**src/hw/rtl/apbpg_pkg.sv**
```systemverilog
// shared types and constants for the audio playout buffer with prefill gate
// no dependencies; every other file of the block refers to this package

package apbpg_pkg;

   localparam int SAMPLE_W = 16;
   localparam int CFG_W    = 13;
   localparam int FILL_W   = 13;
   localparam int CLOCK_W  = 48;
   localparam int ACTION_W = 2;

   localparam int CSR_DATA_W = 32;
   localparam int CSR_ADDR_W = 3;
   localparam int CSR_IDX_W  = CSR_ADDR_W - 2;

   // register word index
   localparam logic [CSR_IDX_W-1:0] CSR_IDX_STARTUP = 1'b0;

   // request actions
   localparam logic [ACTION_W-1:0] ACT_PUSH  = 2'd0;
   localparam logic [ACTION_W-1:0] ACT_PULL  = 2'd1;
   localparam logic [ACTION_W-1:0] ACT_CLEAR = 2'd2;

   typedef struct packed {
      logic [ACTION_W-1:0]        action;
      logic signed [SAMPLE_W-1:0] pcm_sample;
      logic                       first_of_block;
   } req_payload_type;

   typedef struct packed {
      logic signed [SAMPLE_W-1:0] out_sample;
      logic                       from_queue;
      logic                       playing;
      logic [FILL_W-1:0]          fill_level;
      logic [CLOCK_W-1:0]         consumed_count;
      logic                       overflow;
   } rsp_payload_type;

   // controller to datapath commands
   typedef struct packed {
      logic load;
      logic push;
      logic pull;
      logic clear;
   } cmd_type;

   typedef enum logic [0:0] {
      ST_IDLE,
      ST_SEND
   } state_type;

endpackage

```
**src/hw/rtl/apbpg_csr.sv**
```systemverilog
// apb register block holding the prefill watermark
// depends on apbpg_pkg for widths and the register index

module apbpg_csr (
   input  logic                                clock,
   input  logic                                reset,
   input  logic                                csr_psel,
   input  logic                                csr_penable,
   input  logic                                csr_pwrite,
   input  logic [apbpg_pkg::CSR_ADDR_W-1:0]    csr_paddr,
   input  logic [apbpg_pkg::CSR_DATA_W-1:0]    csr_pwdata,
   output logic [apbpg_pkg::CSR_DATA_W-1:0]    csr_prdata,
   output logic                                csr_pready,
   output logic [apbpg_pkg::CFG_W-1:0]         startup_samples
);

   logic [apbpg_pkg::CFG_W-1:0]     startup_ff;
   logic [apbpg_pkg::CFG_W-1:0]     startup_in;
   logic [apbpg_pkg::CSR_IDX_W-1:0] word_idx;
   logic                            wr_en;

   assign word_idx   = csr_paddr[apbpg_pkg::CSR_ADDR_W-1:2];
   assign wr_en      = csr_psel && csr_penable && csr_pwrite;
   assign csr_pready = 1'b1;

   always_comb begin
      startup_in = startup_ff;
      if (wr_en && word_idx == apbpg_pkg::CSR_IDX_STARTUP) begin
         startup_in = csr_pwdata[apbpg_pkg::CFG_W-1:0];
      end
   end

   always_ff @(posedge clock) begin
      if (reset) begin
         startup_ff <= '0;
      end else begin
         startup_ff <= startup_in;
      end
   end

   always_comb begin
      csr_prdata = '0;
      if (word_idx == apbpg_pkg::CSR_IDX_STARTUP) begin
         csr_prdata = apbpg_pkg::CSR_DATA_W'(startup_ff);
      end
   end

   assign startup_samples = startup_ff;

endmodule

```
**config.mk**
```make
export PLATFORM = sky130hd
export DESIGN_NAME = apbpg_csr
export DESIGN_NICKNAME = d
export VERILOG_FILES = /design/src/hw/rtl/apbpg_pkg.sv /design/src/hw/rtl/apbpg_csr.sv
export SDC_FILE = /design/constraint.sdc
export NUM_CORES = 1
export LEC_CHECK = 0
export BUFFER_PORTS_ARGS = -buffer_cell sky130_fd_sc_hd__buf_2
export CAP_MARGIN = 5
export CORE_MARGIN = 1.5
export CORE_UTILIZATION = 32
export DETAILED_ROUTE_END_ITERATION = 16
export GPL_ROUTABILITY_DRIVEN = 0
export GPL_TIMING_DRIVEN = 1
export PLACE_DENSITY = 0.76
export SLEW_MARGIN = 25
export SYNTH_ARGS = -nofsm -noshare
export SYNTH_HDL_FRONTEND = slang
export SYNTH_SLANG_ARGS = --single-unit
```
**constraint.sdc**
```tcl
create_clock -name clock -period 0.8 [get_ports clock]
set_input_delay 0.04 -clock clock [delete_from_list [all_inputs] [get_ports clock]]
set_output_delay 0.04 -clock clock [all_outputs]
set_load 0.05 [all_outputs]
```
==> metrics.md, run 1 <==
| Metric | Value |
|---|---|
| CTS tree | done |
| Clock power frac | 24.9% |
| Dpl hpwl | 1.321 mm |
| Largest net degree at the start of global routing | 27 |
| Final worst setup slack | -0.1728 ns |
| Distinct cells, synth | 11 |
| Max cap viols | 0 |
| Antenna viol nets, final | 0 |
| Largest register FFs | 13 |
| H-tree depth | 1 |
| WS Path Type | reg -> out |
| WP data arrival | 0.93 ns |
| Placed cell area | 0.001142 mm² |
| Fillers | 198 |
| Fin Hold WS | 0.01562 ns |
| # diodes | 0 |
| Synth Instances | 93 |
| Period minus WS final | 0.9728 ns |
| Die footprint | 0.002981 mm² |
| Pwr/cell area | 1033 mW/mm² |
| Layout cells sized above 1 | 60.00% |
| Cell leakage power | 0.6665 nW |
| Syn_area_per_cell | 9.162 µm² |
| Max FO, Critical Path | 3 |
| CTS clock-pin slew for the worst setup and hold paths | 0.08 ns |
| CTS Sinks | 13 |
| Worst-Skew Late Latency | 0.27 ns |
| Area of the mapped netlist | 852.1 µm² |
| Initial antenna violation count | 0 |
| CTS max path bufs | 2 |
| Iter 0 DRT Violations | 6 |
| Max VDD drop | 0.6588 mV |
| Hold crit path type | in -> reg |
| Sw Pwr | 591.5 µW |
| Seq pwr share | 40.4% |
| Switching portion of total power | 37.31% |
| DRC | 0 |
| CTS Root Cell | clkbuf_4 |
| Final Hold Fails | 0 |
| Gr ovfl total | 0 |
| Achievable Freq | 1028 MHz |
| Sequential element share of the synthesized area | 30.54% |
| Combinational Power Share | 34.7% |
| Final WL | 1.897 mm |
| Cell area after layout | 0.001534 mm² |
| Chip Width | 54.60 µm |
| Via count | 708 |
| # nets final | 191 |
| Failing checks | negative setup slack |
| I/O pins | 86 |
| Yosys reg bits | 13 |
| CORE AREA | 0.002500 mm² |
| Routed WL per cell | 10.54 µm |
| Status | finished with violations |
| Register area | 309.0 µm² |
| GR Util All Layers | 11.10% |
| Most common cell after layout, fill and taps aside | nand2b_1 |
| Startpoint Class | flip-flop |
| Power Internal | 993.9 µW |
| Port bufs | 44 |
| Initial Util | 34.08% |
| TritonRoute pass-1 iters | 3 |
| CP endpoint kind | output pin |
| Sum Neg Setup Slack | -3.107 ns |
| Vias in the first global route | 594 |
| # setup viols final | 26 |
| Area grow syn2layout | 80.03% |
| Vias per cell | 3.933 |
| Fin. max-slew vios | 0 |
| Most frequent cells in the layout | nand2b_1 (25), conb_1 (20), buf_2 (18), buf_8 (18), buf_6 (18) |
| Worst clock skew | 0 ns |
| Synthesis Warnings | 0 |
| First-pass GRT wire length | 2.394 mm |
| Crit share post-route | 121.6% |
| Tot Pwr | 1.585 mW |
| Multi-input logic area | 553.0 µm² |
| Die Ht | 54.60 µm |
| TritonCTS Buffers | 3 |
| Core Rows | 18 |
| Unrepaired setup endpoints after global routing | true |
| Fin util | 61.36% |
| Required @ worst endpoint | 0.76 ns |
==> cell usage after synthesis, drive strengths merged <==
library cell  number  share of area [%]
buf               22                 21
nand2b            26                 19
dfxtp             13                 31
conb               2               0.88
nor2b             10                7.3
and4b              1                1.2
mux2i             13                 15
and2b              3                3.1
clkbuf             3                1.3
==> worst paths after layout <==
kind	start	end	slack, ns	depth (start not counted)
setup reg to reg	startup_samples[8]$_SDFFE_PP0P_	startup_samples[8]$_SDFFE_PP0P_	0.03	4
hold reg to reg	startup_samples[5]$_SDFFE_PP0P_	startup_samples[5]$_SDFFE_PP0P_	0.50	2
setup / recovery	startup_samples[10]$_SDFFE_PP0P_	csr_prdata[10]	-0.17	2
hold / removal	csr_pwdata[3]	startup_samples[3]$_SDFFE_PP0P_	0.02	3
==> worst max-delay path, cell delays in order (launching register included) <==
cell and delay, ns:
dfxtp_4 0.36, and2b_4 0.16, buf_8 0.14
==> logic make-up after synthesis <==
group,count (synthesis),synth area share [%]
other cells,2,0.8814
buf+inv,25,22.61
simple gates,40,30.69
mux,13,15.27
flops,13,30.54
==> power by group through the flow <==
stage	Sequential [mW]	Clock, mW	Combinational [mW]
3_3_place_gp	0.653	0	0.470
5_1_grt	0.642	0.434	0.579
4_1_cts	0.641	0.408	0.507
3_5_place_dp	0.653	0	0.473
6_report	0.640	0.395	0.550
2_1_floorplan	0.703	0	0.421
==> timing repair <==
item                                   in CTS  in global routing
hold buffers                                0                  0
setup buffers                               1                 11
gates resized for setup                    53                 28
setup endpoints to repair                  26                 26
endpoints found under the hold margin       0                  0
==> stage by stage <==
stage | instances | setup WS, ns
finish | 180 | -0.1728
global route | 180 | -0.2035
CTS | 169 | -0.1718
detailed placement | 164 | -0.1111
global placement | 164 | -0.05875
floorplan | 111 | -0.01553
==> routing by layer <==
metal	global-route usage [%]	vias to the layer above	share of wire (%)	routed length, µm
met5	0	-	0	0
met4	2.500	0	0	0
met3	3.552	0	7.0	133
met2	20.44	36	53	1005
met1	12.19	310	40	758
li1	-	362	-	-
==> layout make-up <==
| class | instances | area share [%] |
|---|---|---|
| clock buffer | 4 | 1.713 |
| timing repair buffer | 60 | 39.64 |
| sequential | 13 | 20.15 |
| tap | 30 | 2.447 |
| multi-input combinational | 73 | 36.05 |
(Power assumes the default switching activity.)
==> inputs of run 2 (changes only) <==
--- a/config.mk
+++ b/config.mk
@@ -9,2 +9,3 @@
 export CAP_MARGIN = 5
+export CORE_ASPECT_RATIO = 0.8
 export CORE_MARGIN = 1.5
--- a/constraint.sdc
+++ b/constraint.sdc
@@ -3,2 +3,2 @@
 set_output_delay 0.04 -clock clock [all_outputs]
-set_load 0.05 [all_outputs]
+set_load 0.005 [all_outputs]
==> run 2 against run 1 <==
The run still ends with negative setup slack left. Critical endpoint is now csr_prdata[12]. Register-to-register slack hardly changed. Via count is 2.1% higher. Sequential power is 5.2% higher. Maximum frequency is 3.0% higher. Sequential cell count stayed put. Design area is 16% lower. Clock skew stayed put.
==> metrics.md, run 2 (synthesis results as in run 1) <==
| Metric | Value |
|---|---|
| Status | finished with violations |
| Failing checks | negative setup slack |
| Hold crit path type | in -> reg |
| Setup slack, reg-to-reg | 0.03 ns (about the same) |
| Most common cell after layout, fill and taps aside | buf_2 |
| CP endpoint kind | output pin |
| Cell area after layout | 0.001295 mm² (-16%) |
| Crit share post-route | 118.0% (-3.6 points) |
| Vias in the first global route | 710 (+20%) |
| DRC | 0 (unchanged) |
| Max FO, Critical Path | 2 (-1) |
| CORE AREA | 0.002482 mm² (-0.70%) |
| TritonCTS Buffers | 3 (unchanged) |
| Port bufs | 44 (unchanged) |
| Gr ovfl total | 0 (unchanged) |
| Fin util | 52.17% (-9.2 points) |
| Largest net degree at the start of global routing | 27 (unchanged) |
| Initial antenna violation count | 0 (unchanged) |
| CTS clock-pin slew for the worst setup and hold paths | 0.08 ns (about the same) |
| Unrepaired setup endpoints after global routing | true |
| Hold depth | 3 (unchanged) |
| Most frequent cells in the layout | buf_2 (35), nand2b_1 (26), conb_1 (20), buf_6 (20) |
| Fin. max-slew vios | 0 (unchanged) |
| Via count | 723 (+2.1%) |
| Area grow syn2layout | 51.98% |
| Crit Reg-Reg Startpoint | startup_samples[9]$_SDFFE_PP0P_ |
| Beginning of the worst hold path | csr_pwdata[5] |
| TritonRoute pass-1 iters | 4 (+1) |
| Iter 0 DRT Violations | 6 (unchanged) |
| Startpoint Class | flip-flop |
| Layout cells sized above 1 | 55.33% (-4.7 points) |
| Final Hold Fails | 0 (unchanged) |
| Max VDD drop | 0.5035 mV (-24%) |
| Routed WL per cell | 9.935 µm (-5.7%) |
| Die Ht | 49.16 µm (-10%) |
| Cell leakage power | 0.6355 nW (-4.6%) |
| Antenna viol nets, final | 0 (unchanged) |
| Initial Util | 34.32% (+0.24 points) |
| Vias per cell | 3.887 (-1.2%) |
| Multi-input logic area | 496.7 µm² (-10%) |
| Required @ worst endpoint | 0.76 ns (about the same) |
| Fin Hold WS | 0.01451 ns (-0.001105 ns) |
| CTS max path bufs | 2 (unchanged) |
| Worst hold endpoint | startup_samples[5]$_SDFFE_PP0P_ |
| Placed cell area | 0.001027 mm² (-10%) |
| Largest register FFs | 13 (unchanged) |
| Register area | 276.5 µm² (-11%) |
| Worst-Skew Late Latency | 0.27 ns (about the same) |
| Reg2Reg Depth | 4 (unchanged) |
| Final WL | 1.848 mm (-2.6%) |
| Final worst setup slack | -0.1441 ns (+0.02874 ns) |
| CTS Root Cell | clkbuf_4 |
| # setup viols final | 21 (-19%) |
| CTS hold repair buffers | 0 (unchanged) |
| FF-to-FF End | startup_samples[9]$_SDFFE_PP0P_ |
| CTS tree | done |
| Worst clock skew | 0 ns (unchanged) |
| Achievable Freq | 1059 MHz (+3.0%) |
| H-tree depth | 1 (unchanged) |
| Die footprint | 0.002983 mm² (about the same) |
| Pwr/cell area | 1018 mW/mm² (-1.5%) |
| Dpl hpwl | 1.323 mm (+0.17%) |
| Max cap viols | 0 (unchanged) |
| # nets final | 191 (unchanged) |
| First-pass GRT wire length | 2.939 mm (+23%) |
| CTS Sinks | 13 (unchanged) |
| Chip Width | 60.69 µm (+11%) |
| I/O pins | 86 (unchanged) |
| WP data arrival | 0.90 ns (-0.03 ns) |
| WS Path Type | reg -> out |
| Fillers | 236 (+19%) |
| # diodes | 0 (unchanged) |
| Core Rows | 16 (-2) |
| GR Util All Layers | 13.23% (+2.1 points) |
| Period minus WS final | 0.9441 ns (-0.02874 ns) |
-- run 2: power breakdown --
part	switching (mW)	internal, mW
combinational	0.105	0.137
sequential	0.00952	0.663
clock	0.210	0.193
total	0.325	0.993
-- run 2: worst max path at each step --
stage / from / end / slack (ns)
after detailed placement: csr_paddr[2] / startup_samples[10]$_SDFFE_PP0P_ / -0.11
after CTS: startup_samples[12]$_SDFFE_PP0P_ / csr_prdata[12] / -0.16
final: startup_samples[12]$_SDFFE_PP0P_ / csr_prdata[12] / -0.14
after floorplan: csr_paddr[2] / startup_samples[0]$_SDFFE_PP0P_ / 0.05
after global routing: startup_samples[10]$_SDFFE_PP0P_ / csr_prdata[10] / -0.19
after global placement: csr_paddr[2] / startup_samples[4]$_SDFFE_PP0P_ / -0.05
-- run 2: worst max-delay path, cell delays in order, from the launching register on --
cell and delay, ns:
dfxtp_2 0.33, and2b_2 0.19, buf_2 0.12
-- run 2: area by class of cell --
type / instances / area share [%]
multi-input cells: 73 / 38.36
repair buffers: 60 / 34.78
flip-flops and latches: 13 / 21.35
well taps: 36 / 3.478
clock buffers: 4 / 2.029
-- run 2: stage by stage --
stage	total power [mW]	std cells	worst slack (ns)	setup TNS [ns]
after floorplan	0.8661	111	0.04827	0
after global placement	0.8713	169	-0.05307	-0.6258
after detailed placement	0.8770	169	-0.1089	-1.044
after CTS	1.314	182	-0.1555	-1.848
after global routing	1.402	186	-0.1901	-2.668
final	1.318	186	-0.1441	-1.621
-- run 2: timing repair --
action | 4_1_cts | 5_1_grt
cloned | 0 | 0
buffers inserted | 9 | 4
hold endpoints to repair | 0 | 0
endpoints found under the setup margin | 17 | 20
resized for setup | 22 | 18
-- run 2: layer usage --
| metal | track usage (%) | share of wire, % | vias to the layer above | wire length [µm] |
|---|---|---|---|---|
| met4 | 1.087 | 0 | 0 | 0 |
| met2 | 25.27 | 54 | 34 | 989 |
| met3 | 5.570 | 6.9 | 0 | 128 |
| li1 | - | - | 362 | - |
| met5 | 0 | 0 | - | 0 |
| met1 | 13.50 | 40 | 327 | 731 |
